`config.mk`:
```
export PLATFORM = sky130hd
export DESIGN_NAME = button_debounce_edge_long_press
export DESIGN_NICKNAME = d
export VERILOG_FILES = /design/src/hw/rtl/bdelp_pkg.sv /design/src/hw/rtl/bdelp_core.sv /design/src/hw/rtl/button_debounce_edge_long_press.sv
export SDC_FILE = /design/constraint.sdc
export NUM_CORES = 1
export LEC_CHECK = 0
export BUFFER_PORTS_ARGS = -buffer_cell sky130_fd_sc_hd__buf_2
export CORE_MARGIN = 3
export CORE_UTILIZATION = 38
export CTS_CLUSTER_SIZE = 8
export DETAILED_ROUTE_END_ITERATION = 10
export HOLD_SLACK_MARGIN = 0.03
export PLACE_DENSITY = 0.63
export SETUP_SLACK_MARGIN = 0.5
export SKIP_CTS_REPAIR_TIMING = 1
export SLEW_MARGIN = 10
export SYNTH_ARGS = -nofsm -noshare
export SYNTH_HDL_FRONTEND = slang
export SYNTH_HIERARCHICAL = 1
export SYNTH_SLANG_ARGS = --single-unit
```
`constraint.sdc`:
```
create_clock -name clk -period 11.33 [get_ports clk]
set_input_delay 0.5665 -clock clk [delete_from_list [all_inputs] [get_ports clk]]
set_output_delay 0.5665 -clock clk [all_outputs]
set_load 0.03 [all_outputs]
```
`src/hw/rtl/bdelp_pkg.sv`:
```
// shared types and constants for the button debouncer
package bdelp_pkg;

  localparam int TIMER_BITS_DEF = 16;
  localparam int CFG_W          = 16;
  localparam int APB_AW         = 4;
  localparam int APB_DW         = 32;

  localparam logic              PULL_UP_RST    = 1'b1;
  localparam logic [CFG_W-1:0]  DEBOUNCE_RST   = 16'd5;
  localparam logic [CFG_W-1:0]  LONG_PRESS_RST = 16'd300;

  typedef enum logic [1:0] {
    REG_PULL_UP_MODE     = 2'd0,
    REG_DEBOUNCE_TICKS   = 2'd1,
    REG_LONG_PRESS_TICKS = 2'd2
  } bdelp_reg_t;

  typedef struct packed {
    logic             pull_up_mode;
    logic [CFG_W-1:0] debounce_ticks;
    logic [CFG_W-1:0] long_press_ticks;
  } bdelp_cfg_t;

  typedef struct packed {
    logic pressed;
    logic press_pulse;
    logic long_press;
  } bdelp_result_t;

endpackage

```
`src/hw/rtl/bdelp_core.sv`:
```
// per-tick debounce, press edge and long press state update
module bdelp_core
  import bdelp_pkg::*;
#(
  parameter int TIMER_BITS = TIMER_BITS_DEF
) (
  input  logic          clk,
  input  logic          rst,
  input  logic          step,
  input  logic          pin_level,
  input  bdelp_cfg_t    cfg,
  output bdelp_result_t result
);

  localparam int CW = (TIMER_BITS > CFG_W) ? TIMER_BITS : CFG_W;

  logic                  prev_raw;
  logic [TIMER_BITS-1:0] stable_count;
  logic                  debounced;
  logic                  edge_seen;
  logic                  holding;
  logic [TIMER_BITS-1:0] held_count;

  logic                  raw;
  logic [TIMER_BITS-1:0] stable_count_next;
  logic                  debounced_next;
  logic                  holding_start;
  logic [TIMER_BITS-1:0] held_base;
  logic                  long_hit;
  logic                  holding_next;
  logic [TIMER_BITS-1:0] held_count_next;

  always_comb begin
    raw = cfg.pull_up_mode ? ~pin_level : pin_level;
    if (raw != prev_raw) begin
      stable_count_next = '0;
    end else if (&stable_count) begin
      stable_count_next = stable_count;
    end else begin
      stable_count_next = stable_count + 1'b1;
    end
    debounced_next = (CW'(stable_count_next) > CW'(cfg.debounce_ticks)) ? raw : debounced;

    // new measurement starts on a pressed tick with no measurement running
    holding_start = debounced_next & ~holding;
    held_base     = holding_start ? '0 : held_count;
    long_hit      = debounced_next && (CW'(held_base) >= CW'(cfg.long_press_ticks));
    holding_next  = debounced_next & ~long_hit;
    if (debounced_next && !long_hit && !(&held_base)) begin
      held_count_next = held_base + 1'b1;
    end else begin
      held_count_next = held_base;
    end

    result.pressed     = debounced_next;
    result.press_pulse = debounced_next & ~edge_seen;
    result.long_press  = long_hit;
  end

  always_ff @(posedge clk) begin
    if (rst) begin
      prev_raw     <= 1'b0;
      stable_count <= '0;
      debounced    <= 1'b0;
      edge_seen    <= 1'b0;
      holding      <= 1'b0;
      held_count   <= '0;
    end else if (step) begin
      prev_raw     <= raw;
      stable_count <= stable_count_next;
      debounced    <= debounced_next;
      edge_seen    <= debounced_next;
      holding      <= holding_next;
      held_count   <= held_count_next;
    end
  end

endmodule

```
`src/hw/rtl/button_debounce_edge_long_press.sv`:
```
// button debouncer with press edge and repeating long press, top level
//
//  channel  direction  handshake          payload
//  in       input      in_valid/in_stall  pin_level
//  out      output     out_valid/out_stall pressed, press_pulse, long_press
//  cfg      apb        psel/penable/pready paddr, pwdata, prdata
//
//  one beat per cycle in while in_stall is low, one result beat per input beat, registered in the cycle after it
//  state update is a single compare-and-increment pass between state and output registers
//  in_stall is high only while a held result waits on out_stall
//  synchronous reset clears state and loads register defaults
module button_debounce_edge_long_press
  import bdelp_pkg::*;
#(
  parameter int TIMER_BITS = TIMER_BITS_DEF
) (
  input  logic              clk,
  input  logic              rst,
  input  logic              in_valid,
  output logic              in_stall,
  input  logic              pin_level,
  output logic              out_valid,
  input  logic              out_stall,
  output logic              pressed,
  output logic              press_pulse,
  output logic              long_press,
  input  logic              psel,
  input  logic              penable,
  input  logic              pwrite,
  input  logic [APB_AW-1:0] paddr,
  input  logic [APB_DW-1:0] pwdata,
  output logic [APB_DW-1:0] prdata,
  output logic              pready
);

  bdelp_cfg_t    cfg;
  bdelp_result_t tick_result;
  bdelp_result_t out_result;
  bdelp_reg_t    reg_sel;
  logic          in_accept;
  logic          cfg_write;

  assign pready    = 1'b1;
  assign reg_sel   = bdelp_reg_t'(paddr[3:2]);
  assign cfg_write = psel & penable & pwrite & pready;
  assign in_stall  = out_valid & out_stall;
  assign in_accept = in_valid & ~in_stall;

  always_ff @(posedge clk) begin
    if (rst) begin
      cfg.pull_up_mode     <= PULL_UP_RST;
      cfg.debounce_ticks   <= DEBOUNCE_RST;
      cfg.long_press_ticks <= LONG_PRESS_RST;
    end else if (cfg_write) begin
      unique case (reg_sel)
        REG_PULL_UP_MODE:     cfg.pull_up_mode     <= pwdata[0];
        REG_DEBOUNCE_TICKS:   cfg.debounce_ticks   <= pwdata[CFG_W-1:0];
        REG_LONG_PRESS_TICKS: cfg.long_press_ticks <= pwdata[CFG_W-1:0];
        default: ;
      endcase
    end
  end

  always_comb begin
    unique case (reg_sel)
      REG_PULL_UP_MODE:     prdata = APB_DW'(cfg.pull_up_mode);
      REG_DEBOUNCE_TICKS:   prdata = APB_DW'(cfg.debounce_ticks);
      REG_LONG_PRESS_TICKS: prdata = APB_DW'(cfg.long_press_ticks);
      default:              prdata = '0;
    endcase
  end

  bdelp_core #(
    .TIMER_BITS(TIMER_BITS)
  ) u_core (
    .clk      (clk),
    .rst      (rst),
    .step     (in_accept),
    .pin_level(pin_level),
    .cfg      (cfg),
    .result   (tick_result)
  );

  always_ff @(posedge clk) begin
    if (rst) begin
      out_valid <= 1'b0;
    end else if (in_accept) begin
      out_valid <= 1'b1;
    end else if (!out_stall) begin
      out_valid <= 1'b0;
    end
  end

  always_ff @(posedge clk) begin
    if (in_accept) begin
      out_result <= tick_result;
    end
  end

  assign pressed     = out_result.pressed;
  assign press_pulse = out_result.press_pulse;
  assign long_press  = out_result.long_press;

endmodule

```
* Yosys cells after proc, flatten, opt, wreduce, memory -nomap -nowiden
Index checks and enable logic that the tools add are counted.
** Storage, ports and cells
- Word-level logic and storage cells :: 52
- Bits in registers :: 72
** Cells by class
- Equality and inequality tests :: 4
- Bitwise logic cells :: 12
- $lt $le $gt $ge :: 2
- Add/sub/neg operators :: 2
- Reductions and logical operators :: 11
- Muxes and demuxes :: 9
** Operators by type and width (count)
- $mux W16 :: 4
- $pmux W16 S3 :: 1
- $add A16 B1 Y16 const B :: 2
- $reduce_and A16 Y1 :: 2
- $ge A16 B16 Y1 :: 1
- $gt A16 B16 Y1 :: 1
- $and A1 B1 Y1 :: 7
- $reduce_and A2 Y1 :: 3
- $not A1 Y1 :: 5
- $mux W1 :: 4
- $logic_and A1 B1 Y1 :: 3
- $eq A2 B1 Y1 const B :: 1
- $eq A2 B2 Y1 const B :: 1
- $logic_not A1 Y1 :: 2
- $logic_not A2 Y1 :: 1
- $ne A2 B1 Y1 const B :: 1
- $ne A1 B1 Y1 :: 1

* Depth between registers and ports, before layout
Gate-level depths: netlist of run 1.
- Depth after elaboration :: 14
- Mapped depth :: 28
- Mapped depth without buffers :: 25

* Hierarchy
The synthesis of run 1 kept the hierarchy.
** By module, submodules not included
- bdelp_core :: sequential area each 700.7 um^2, area an instance 3124.2 um^2, cells an instance 426, instances 1
- button_debounce_edge_long_press :: sequential area each 770.7 um^2, area an instance 1845.5 um^2, cells an instance 184, instances 1

* Worst setup path after synthesis of run 1
Ideal clock, no wire load.
- Path kind :: reg2reg
- From :: reg u_core.stable_count[3]
- To :: reg u_core.held_count[7]
- Data arrival time :: 5711 ps
- Data required time :: 11259 ps
- Path slack :: 5548 ps
- Path buffers :: 4
- Period minus slack after synthesis :: 5782 ps
- Library setup time :: 71 ps
- Cell stages (with the launch flop) :: 27
- Path through :: dfxtp_1 -> buf_2 -> and4_1 -> and4_1 -> clkbuf_1 -> nand4_1 -> nor3_1 -> nor2_1 -> nand3_1 -> xor2_1 -> nor2_1 -> ha_1 -> nand4_1 -> or4_4 -> and2_4 -> a211oi_2 -> buf_4 -> clkbuf_1 -> nor2b_1 -> ha_1 -> a21oi_1 -> o21ai_0 -> o41a_1 -> nor3_2 -> nand4_2 -> or4_1 -> a21oi_1
** Between the ends
- Cells in the longest elaborated chain, start to end :: 13
** Ends and longest elaborated chain
- from (decl) :: RTL line bdelp_core.sv:18 : logic [TIMER_BITS-1:0] stable_count;
- from (signal assigned) :: RTL line bdelp_core.sv:70 : stable_count <= stable_count_next;
- $add A16 B1 Y16 / $reduce_and A16 Y1 (equally long branches) :: RTL line bdelp_core.sv:40, bdelp_core.sv:37
- $mux W16 * :: RTL line bdelp_core.sv:37 : end else if (&stable_count) begin
- $mux W16 * :: RTL line bdelp_core.sv:35 : if (raw != prev_raw) begin
- named net u_core.stable_count_next[5] :: RTL line bdelp_core.sv:25 : logic [TIMER_BITS-1:0] stable_count_next;
- $gt A16 B16 Y1 * :: RTL line bdelp_core.sv:42 : debounced_next = (CW'(stable_count_next) > CW'(cfg.debounce_ticks)) ? raw : debounced;
- $mux W1 * :: RTL line bdelp_core.sv:42
- $and A1 B1 Y1 :: RTL line bdelp_core.sv:45 : holding_start = debounced_next & ~holding;
- $mux W16 :: RTL line bdelp_core.sv:46 : held_base = holding_start ? '0 : held_count;
- $ge A16 B16 Y1 :: RTL line bdelp_core.sv:47 : long_hit = debounced_next && (CW'(held_base) >= CW'(cfg.long_press_ticks));
- $logic_and A1 B1 Y1 :: RTL line bdelp_core.sv:47
- $logic_not A1 Y1 :: RTL line bdelp_core.sv:49 : if (debounced_next && !long_hit && !(&held_base)) begin
- $logic_and A1 B1 Y1 (2 in series) :: RTL line bdelp_core.sv:49
- $mux W16 * :: RTL line bdelp_core.sv:49
- to (signal assigned) :: RTL line bdelp_core.sv:74 : held_count <= held_count_next;
- to (decl) :: RTL line bdelp_core.sv:22 : logic [TIMER_BITS-1:0] held_count;
Mark *: on every way through the listed nets, which the timed path passes. The rest lies on a longest branch.
A chain may end at the register's enable or synchronous reset.

==> results of run 1 <==
-- synth_stat cells, types with 3 or more instances --
library cell and number:
nor2b_1 16, a22o_1 15, nor2_1 65, xor2_1 10
nor3_1 15, o21a_1 4, ha_1 33, a21oi_1 25
a31oi_1 5, inv_1 37, o21ai_0 23, buf_4 23
a211oi_1 5, and2_1 5, nand3_1 21, a21boi_0 5
xnor2_1 7, or4_1 4, clkbuf_1 18, dfxtp_1 69
or3_1 3, a22oi_1 3, buf_2 5, nand2_1 35
o2111ai_1 3, nor3b_1 3, nand4_1 10, edfxtp_1 3
nor4_1 5, and3_1 10, mux2i_1 37, nand2b_1 48
-- flip-flops by register name, summed over array words and instances (netlist names) --
signal               flops
u_core/edge_seen         1
cfg                     33
out_valid                1
press_pulse              1
pressed                  1
u_core/prev_raw          1
u_core/holding           1
u_core/stable_count     16
long_press               1
u_core/held_count       16
-- worst register-to-register path: cells and delay by family (launching register included) --
kind	cells	cell delay (ns)
AOI/OAI and AO/OA	4	1.26
adders and majority gates	2	0.55
DFF	1	0.48
xor gates and xnor gates	1	0.21
and+or+nand+nor	17	4.14
-- cells in the final DEF (no fill, tap or decap), types with 3 or more instances in the layout --
master	count
nand2_1	35
xor2_1	10
dfxtp_1	69
a31oi_1	5
a22oi_1	3
a211oi_1	5
nor2b_1	15
inv_1	37
buf_4	7
o2111ai_1	3
o21ai_0	23
nor4_1	5
or3_1	3
a21oi_1	25
conb_1	17
nand4_1	10
mux2i_1	37
clkbuf_16	9
a21boi_0	5
a22o_1	15
buf_2	46
nand2b_1	48
ha_1	33
and3_1	10
nor2_1	65
or4_1	4
nor3_1	15
o21a_1	4
and2_1	5
xnor2_1	6
edfxtp_1	3
nand3_1	21
-- kinds of logic (layout without fill, tap and decap cells) --
group / Yosys count / count (layout) / synth area share
compound gates: 107 / 107 / 0.1485
xor+xnor: 17 / 17 / 0.02996
fa+ha+maj: 33 / 33 / 0.08308
buf+inv: 85 / 106 / 0.08585
flops: 72 / 72 / 0.2961
mux: 38 / 38 / 0.07679
other cells: 2 / 17 / 0.001511
simple gates: 256 / 256 / 0.2782
-- metrics by stage --
stage	util	instance area (µm²)
3_5_place_dp	0.4128	5251
3_3_place_gp	0.4128	5251
4_1_cts	0.4347	5530
5_1_grt	0.4347	5530
2_1_floorplan	-	5026
6_report	0.4347	5530
-- report_power, final --
group          total [W]  internal (W)  switching, W
Combinational  0.0000655     0.0000205     0.0000450
Sequential      0.000261      0.000258    0.00000264
Clock           0.000271      0.000150      0.000120
-- area by class of cell --
type	instances	area (µm²)
well taps	172	215.2
inverters	37	138.9
clock inverters	7	53.80
multi-input cells	468	3143
flip-flops and latches	72	1471
clock buffers	9	225.2
repair buffers	53	282.8
fillers	1314	7192
-- metal layers --
layer / up-vias / wire length, µm / part of all wire
met5: - / 0 / 0
met4: 0 / 292 / 0.023
li1: 2170 / - / -
met2: 116 / 5982 / 0.47
met1: 2098 / 5800 / 0.46
met3: 23 / 632 / 0.050
-- final timing paths --
check	endpoint	slack (ns)	cells past startpoint
hold / removal	out_valid	0.46	3
hold reg to reg	u_core/held_count[10]	0.47	1
setup reg to reg	u_core/held_count[7]	4.62	24
setup / recovery	u_core/held_count[7]	4.62	24
==> impl_metrics.py, run 1 <==
metrics = {
    "timing": {
        "worst_clock_skew_ns": 0.01070,
        "post-route-period-util": 0.5924,
        "slew_violations": 0,
        "hold_viol": 0,
        "slew_headroom": 0.4748,
        "max_slew.worst_pin.slew_ns": 0.7878,
        "fmax_ghz": 0.1490,
        "rsz0062_at_grt": "no",
        "hold_ws_ns": 0.4615,
        "timing.setup.tns_ns": 0,
        "period_needed_ns": 6.711,
        "postLayoutSetupSlackWorst_ns": 4.619,
        "setup_viol": 0,
    },
    "global_routing": {
        "antenna_found_initial": 0,
        "met1_usage": 0.2325,
        "grt_pass1_vias": 4216,
        "grt_use_met2": 0.2937,
        "grt_first_pass_wirelength_um": 20980,
        "grt_max_degree": 88,
        "top_usage_layer": "met2",
        "grt_overflow": 0,
        "use_met3": 0.03508,
        "grt_usage": 0.1782,
    },
    "final_layout": {
        "syn_to_final_growth_pct": 11.28,
        "layoutNonFillerInstCount": 818,
        "nNetsFinal": 718,
        "n_antenna_cell": 0,
        "drive_above_1_share": 0.1362,
    },
    "setup_path": {
        "cp_num_buf_inv": 0,
        "slowest_stage": "or4_4",
        "cp_slowest_stage_delay_ns": 0.53,
        "path_cells": "and4_1 > and4_1 > nand4_1 > nor3_1 > nor2_1 > nand2_1 > xor2_1 > nor2_1 > ha_1 > nand4_1 > or4_4 > and2_4 > a21oi_4 > nand2_1 > nand2_1 > ha_1 > nand2b_1 > a21oi_1 > nor3b_1 > o41a_1 > nor3_2 > nand4_2 > or4_1 > a21oi_1",
        "crit_top_cell": "nand2_1",
        "crit_family": "simple AND/OR/NAND/NOR gates",
        "crit_fanout": 17,
        "crit_arrival_ns": 6.97,
        "reg2reg_from": "u_core/stable_count[3]",
        "critPathLaunch": "u_core/stable_count[3]",
        "path_class": "reg -> reg",
        "endpoint_kind": "register",
        "worst_setup_path_start_kind": "register",
        "cp.required_ns": 11.59,
    },
    "drt": {
        "wl_um": 12710,
        "via_per_inst": 5.388,
        "first_pass_iters": 5,
        "drc": 0,
        "ant_nets": 0,
        "wl_per_cell_um": 15.54,
        "drt_iter0_markers": 243,
        "vias": 4407,
    },
    "clocking": {
        "clockBufferDepth": 2,
        "clock_sinks": 72,
        "cts_tree": "built",
        "clkTransAtPathRegs_ns": 0.06,
        "root_buffer": "clkbuf_16",
        "clock_latency_ns": 0.34,
        "cts_max_level": 3,
        "numCtsBuffers": 9,
    },
    "synthesis": {
        "post_synth.cell_area_avg_um2": 8.147,
        "yosysWarnings": 6,
        "synth_ff_type": "dfxtp_1",
        "ys_types": 62,
        "syn_area_mm2": 0.004970,
        "ys_top_cells_by_area": "dfxtp_1, ha_1, mux2i_1",
        "synth_top_area_share": 0.2779,
        "synth_seq_cells": 72,
        "netlist_instances": 610,
        "synth_edf_count": 3,
        "yosysSeqAreaShare": 0.2961,
        "ys_async_sr_fraction": 0,
        "yosysTopAreaCell": "dfxtp_1",
    },
    "placement": {
        "portBuffers": 46,
        "place_inst": 802,
        "gp_congestion": 0.8361,
        "pre_cts_slack_ns": 4.731,
        "dp_hpwl_um": 9249,
    },
    "floorplanning": {
        "dieWidth_um": 120.4,
        "num_rows": 41,
        "core-area_mm2": 0.01272,
        "fp.dieH_um": 120.4,
        "start_util": 0.3906,
        "io_pins": 82,
        "die_area_mm2": 0.01449,
    },
    "pwr": {
        "power_per_cell_area_mw_per_mm2": 107.9,
        "total_power_w": 0.0005967,
        "ir_drop_mv": 0.07245,
        "p_leak_nw": 2.218,
    },
    "worst_hold_path": {
        "hp-start": "in_valid",
        "hold_path.class": "in -> reg",
    },
    "run": {
        "max-cap-violations": 0,
    },
    "status": {
        "status": "finished clean",
    },
}
No activity file was read; power rests on OpenSTA's default activity.
==> run 2, diff against run 1 <==
--- a/config.mk
+++ b/config.mk
@@ -5,13 +5,14 @@
 export SDC_FILE = /design/constraint.sdc
 export NUM_CORES = 1
 export LEC_CHECK = 0
+export ABC_AREA = 1
 export BUFFER_PORTS_ARGS = -buffer_cell sky130_fd_sc_hd__buf_2
 export CORE_MARGIN = 3
 export CORE_UTILIZATION = 38
 export CTS_CLUSTER_SIZE = 8
 export DETAILED_ROUTE_END_ITERATION = 10
 export HOLD_SLACK_MARGIN = 0.03
-export PLACE_DENSITY = 0.63
+export PLACE_DENSITY = 0.65
 export SETUP_SLACK_MARGIN = 0.5
 export SKIP_CTS_REPAIR_TIMING = 1
 export SLEW_MARGIN = 10
==> constraint.sdc (replaced) <==
create_clock -name clk -period 6 [get_ports clk]
set_input_delay 0.3 -clock clk [delete_from_list [all_inputs] [get_ports clk]]
set_output_delay 0.3 -clock clk [all_outputs]
set_load 0.03 [all_outputs]
==> impl_metrics.py, run 2 <==
metrics = {
    "synthesis": {
        "yosysSeqAreaShare": 0.2900,
        "synth_ff_type": "dfxtp_1",
        "yosysWarnings": 6,
        "post_synth.cell_area_avg_um2": 6.350,
        "ys_async_sr_fraction": 0,
        "netlist_instances": 799,
        "ys_types": 40,
        "synth_top_area_share": 0.2723,
        "ys_top_cells_by_area": "dfxtp_1, nand2_1, inv_1",
        "yosys.cell_count.top_type": "nand2_1",
        "yosysTopAreaCell": "dfxtp_1",
        "synth_edf_count": 3,
        "syn_area_mm2": 0.005074,
        "synthTopCellsByCount": "nand2_1, inv_1, nor2_1",
        "synth_seq_cells": 72,
    },
    "final_layout": {
        "layoutNonFillerInstCount": 1027,
        "drive_above_1_share": 0.1673,
        "syn_to_final_growth_pct": 15.78,
        "utilization": 0.4580,
        "n_antenna_cell": 0,
        "largest_register_ff_count": 33,
        "num-fill-cells": 1369,
        "layout_common_cells": "nand2_1, inv_1, nor2_1, nand3_1, dfxtp_1",
        "largest_register": "cfg",
        "largestRegisters": "cfg (33), u_core/held_count (16), u_core/stable_count (16)",
        "nNetsFinal": 927,
        "layout_commonest_cell": "nand2_1",
    },
    "clocking": {
        "cts_tree": "built",
        "root_buffer": "clkbuf_16",
        "clock_latency_ns": 0.34,
        "cts_max_level": 3,
        "numCtsBuffers": 9,
        "clkTransAtPathRegs_ns": 0.06,
        "clock_sinks": 72,
        "clockBufferDepth": 2,
    },
    "timing": {
        "hold_ws_ns": 0.2018,
        "postLayoutSetupSlackWorst_ns": 0.9033,
        "period_needed_ns": 5.097,
        "fmax_ghz": 0.1962,
        "slew_violations": 0,
        "max_slew.worst_pin.slew_ns": 1.018,
        "timing.setup.tns_ns": 0,
        "worst_clock_skew_ns": 0.007198,
        "setup_viol": 0,
        "slew_headroom": 0.3207,
        "hold_viol": 0,
        "rsz0062_at_grt": "no",
        "post-route-period-util": 0.8495,
    },
    "placement": {
        "dp_hpwl_um": 8769,
        "place_inst": 993,
        "pre_cts_slack_ns": 0.6514,
        "gp_congestion": 0.8532,
        "portBuffers": 46,
    },
    "global_routing": {
        "grt_usage": 0.1699,
        "grt_pass1_vias": 4259,
        "antenna_found_initial": 0,
        "grt_max_degree": 35,
        "grt_first_pass_wirelength_um": 20220,
        "grt_overflow": 0,
    },
    "drt": {
        "wl_met3_um": 665,
        "vias": 4826,
        "drc": 0,
        "wl_um": 12540,
        "dr.max_layer_used": "met4",
        "ant_nets": 0,
        "via_per_inst": 4.699,
        "m1WireLength_um": 6360,
        "drt_iter0_markers": 307,
        "first_pass_iters": 5,
        "wl_met2_um": 5323,
        "wl_per_cell_um": 12.21,
    },
    "setup_path": {
        "crit_top_cell": "nand2_1",
        "cp_num_buf_inv": 7,
        "r2r_slack_ns": 0.90,
        "endpoint_kind": "register",
        "r2r_end": "u_core/held_count[4]",
        "slowest_stage": "dfxtp_2",
        "cp.required_ns": 6.27,
        "crit_arrival_ns": 5.37,
        "cp_slowest_stage_delay_ns": 0.35,
        "crit_family": "simple AND/OR/NAND/NOR gates",
        "rr_worst_depth": 37,
        "worst_setup_path_start_kind": "register",
        "path_class": "reg -> reg",
        "reg2reg_from": "u_core/stable_count[5]",
        "crit_fanout": 7,
    },
    "floorplanning": {
        "die_area_mm2": 0.01477,
        "io_pins": 82,
        "start_util": 0.3956,
        "core-area_mm2": 0.01282,
        "fp.dieH_um": 121.6,
        "dieWidth_um": 121.6,
        "num_rows": 41,
    },
    "pwr": {
        "p_leak_nw": 3.052,
        "ir_drop_mv": 0.1493,
        "power_per_cell_area_mw_per_mm2": 238.7,
    },
    "worst_hold_path": {
        "min_to": "cfg[5]",
        "hp-start": "pwdata[5]",
        "holdPathStages": 3,
        "hold_path.class": "in -> reg",
    },
    "status": {
        "status": "finished clean",
    },
    "run": {
        "max-cap-violations": 0,
    },
}
[run 2: cell count changes in the layout (fill, tap and decap cells not counted), sizes merged, moves of 6 or more]
| cell | change |
|---|---|
| mux2i | -37 |
| and3 | -10 |
| nand2b | -48 |
| a21oi | +24 |
| nor2b | -16 |
| inv | +102 |
| a22o | -15 |
| nand3 | +48 |
| buf | +14 |
| nand2 | +168 |
| xor2 | -6 |
| nor2 | +51 |
| nor4 | -6 |
[run 2: worst min-delay path: cells and delay by family]
family                 cells  cell delay, ns
buffers and inverters      1            0.09
AND/OR/NAND/NOR            2            0.11
[run 2: final cells by class]
cell class,count,area [µm²],share of cell area
multi-input cells,556,2940,0.5005
flip-flops and latches,72,1478,0.2515
inverters,144,543.0,0.09244
repair buffers,67,395.4,0.06731
clock buffers,14,264.0,0.04494
well taps,172,215.2,0.03663
clock inverters,2,38.79,0.006603
[run 2: kinds of logic after synthesis]
kind of cell,count (synthesis),synth area share
AO/OA/AOI/OAI,86,0.09248
adder cells (fa/ha/maj),33,0.08138
buffers and inverters,189,0.1660
AND/OR/NAND/NOR,410,0.3566
flip-flops,72,0.2900
XOR/XNOR,7,0.01208
other,2,0.001480
[run 2: power breakdown]
part | internal, W | total (W) | switching, W
logic | 0.000112 | 0.000331 | 0.000219
clock network | 0.000346 | 0.000551 | 0.000205
registers | 0.000505 | 0.000520 | 0.0000157
[run 2: how the worst max path moves through the flow]
stage / startpoint / to / slack (ns) / cells past startpoint
final: u_core/stable_count[5] / u_core/held_count[4] / 0.90 / 37
after global routing: u_core/stable_count[5] / u_core/held_count[4] / 0.45 / 41
after CTS: u_core/stable_count[0] / u_core/held_count[4] / 0.61 / 35
after detailed placement: u_core/stable_count[0] / u_core/held_count[4] / 0.65 / 35
after global placement: u_core/stable_count[0] / u_core/held_count[4] / 0.71 / 35
after floorplan: u_core/stable_count[0] / u_core/held_count[15] / 1.29 / 39
[run 2: per-layer routing]
layer | global-route usage | vias to the layer above
met5 | 0 | -
met4 | 0.05882 | 0
met3 | 0.02971 | 13
met2 | 0.2528 | 117
met1 | 0.2475 | 2138
li1 | - | 2558
[run 2: through the flow]
stage               instance area, µm²   power, W
floorplan                         5130  0.0007538
global placement                  5326  0.0007940
detailed placement                5326  0.0007960
CTS                               5629   0.001351
global route                      5874   0.001473
finish                            5874   0.001402
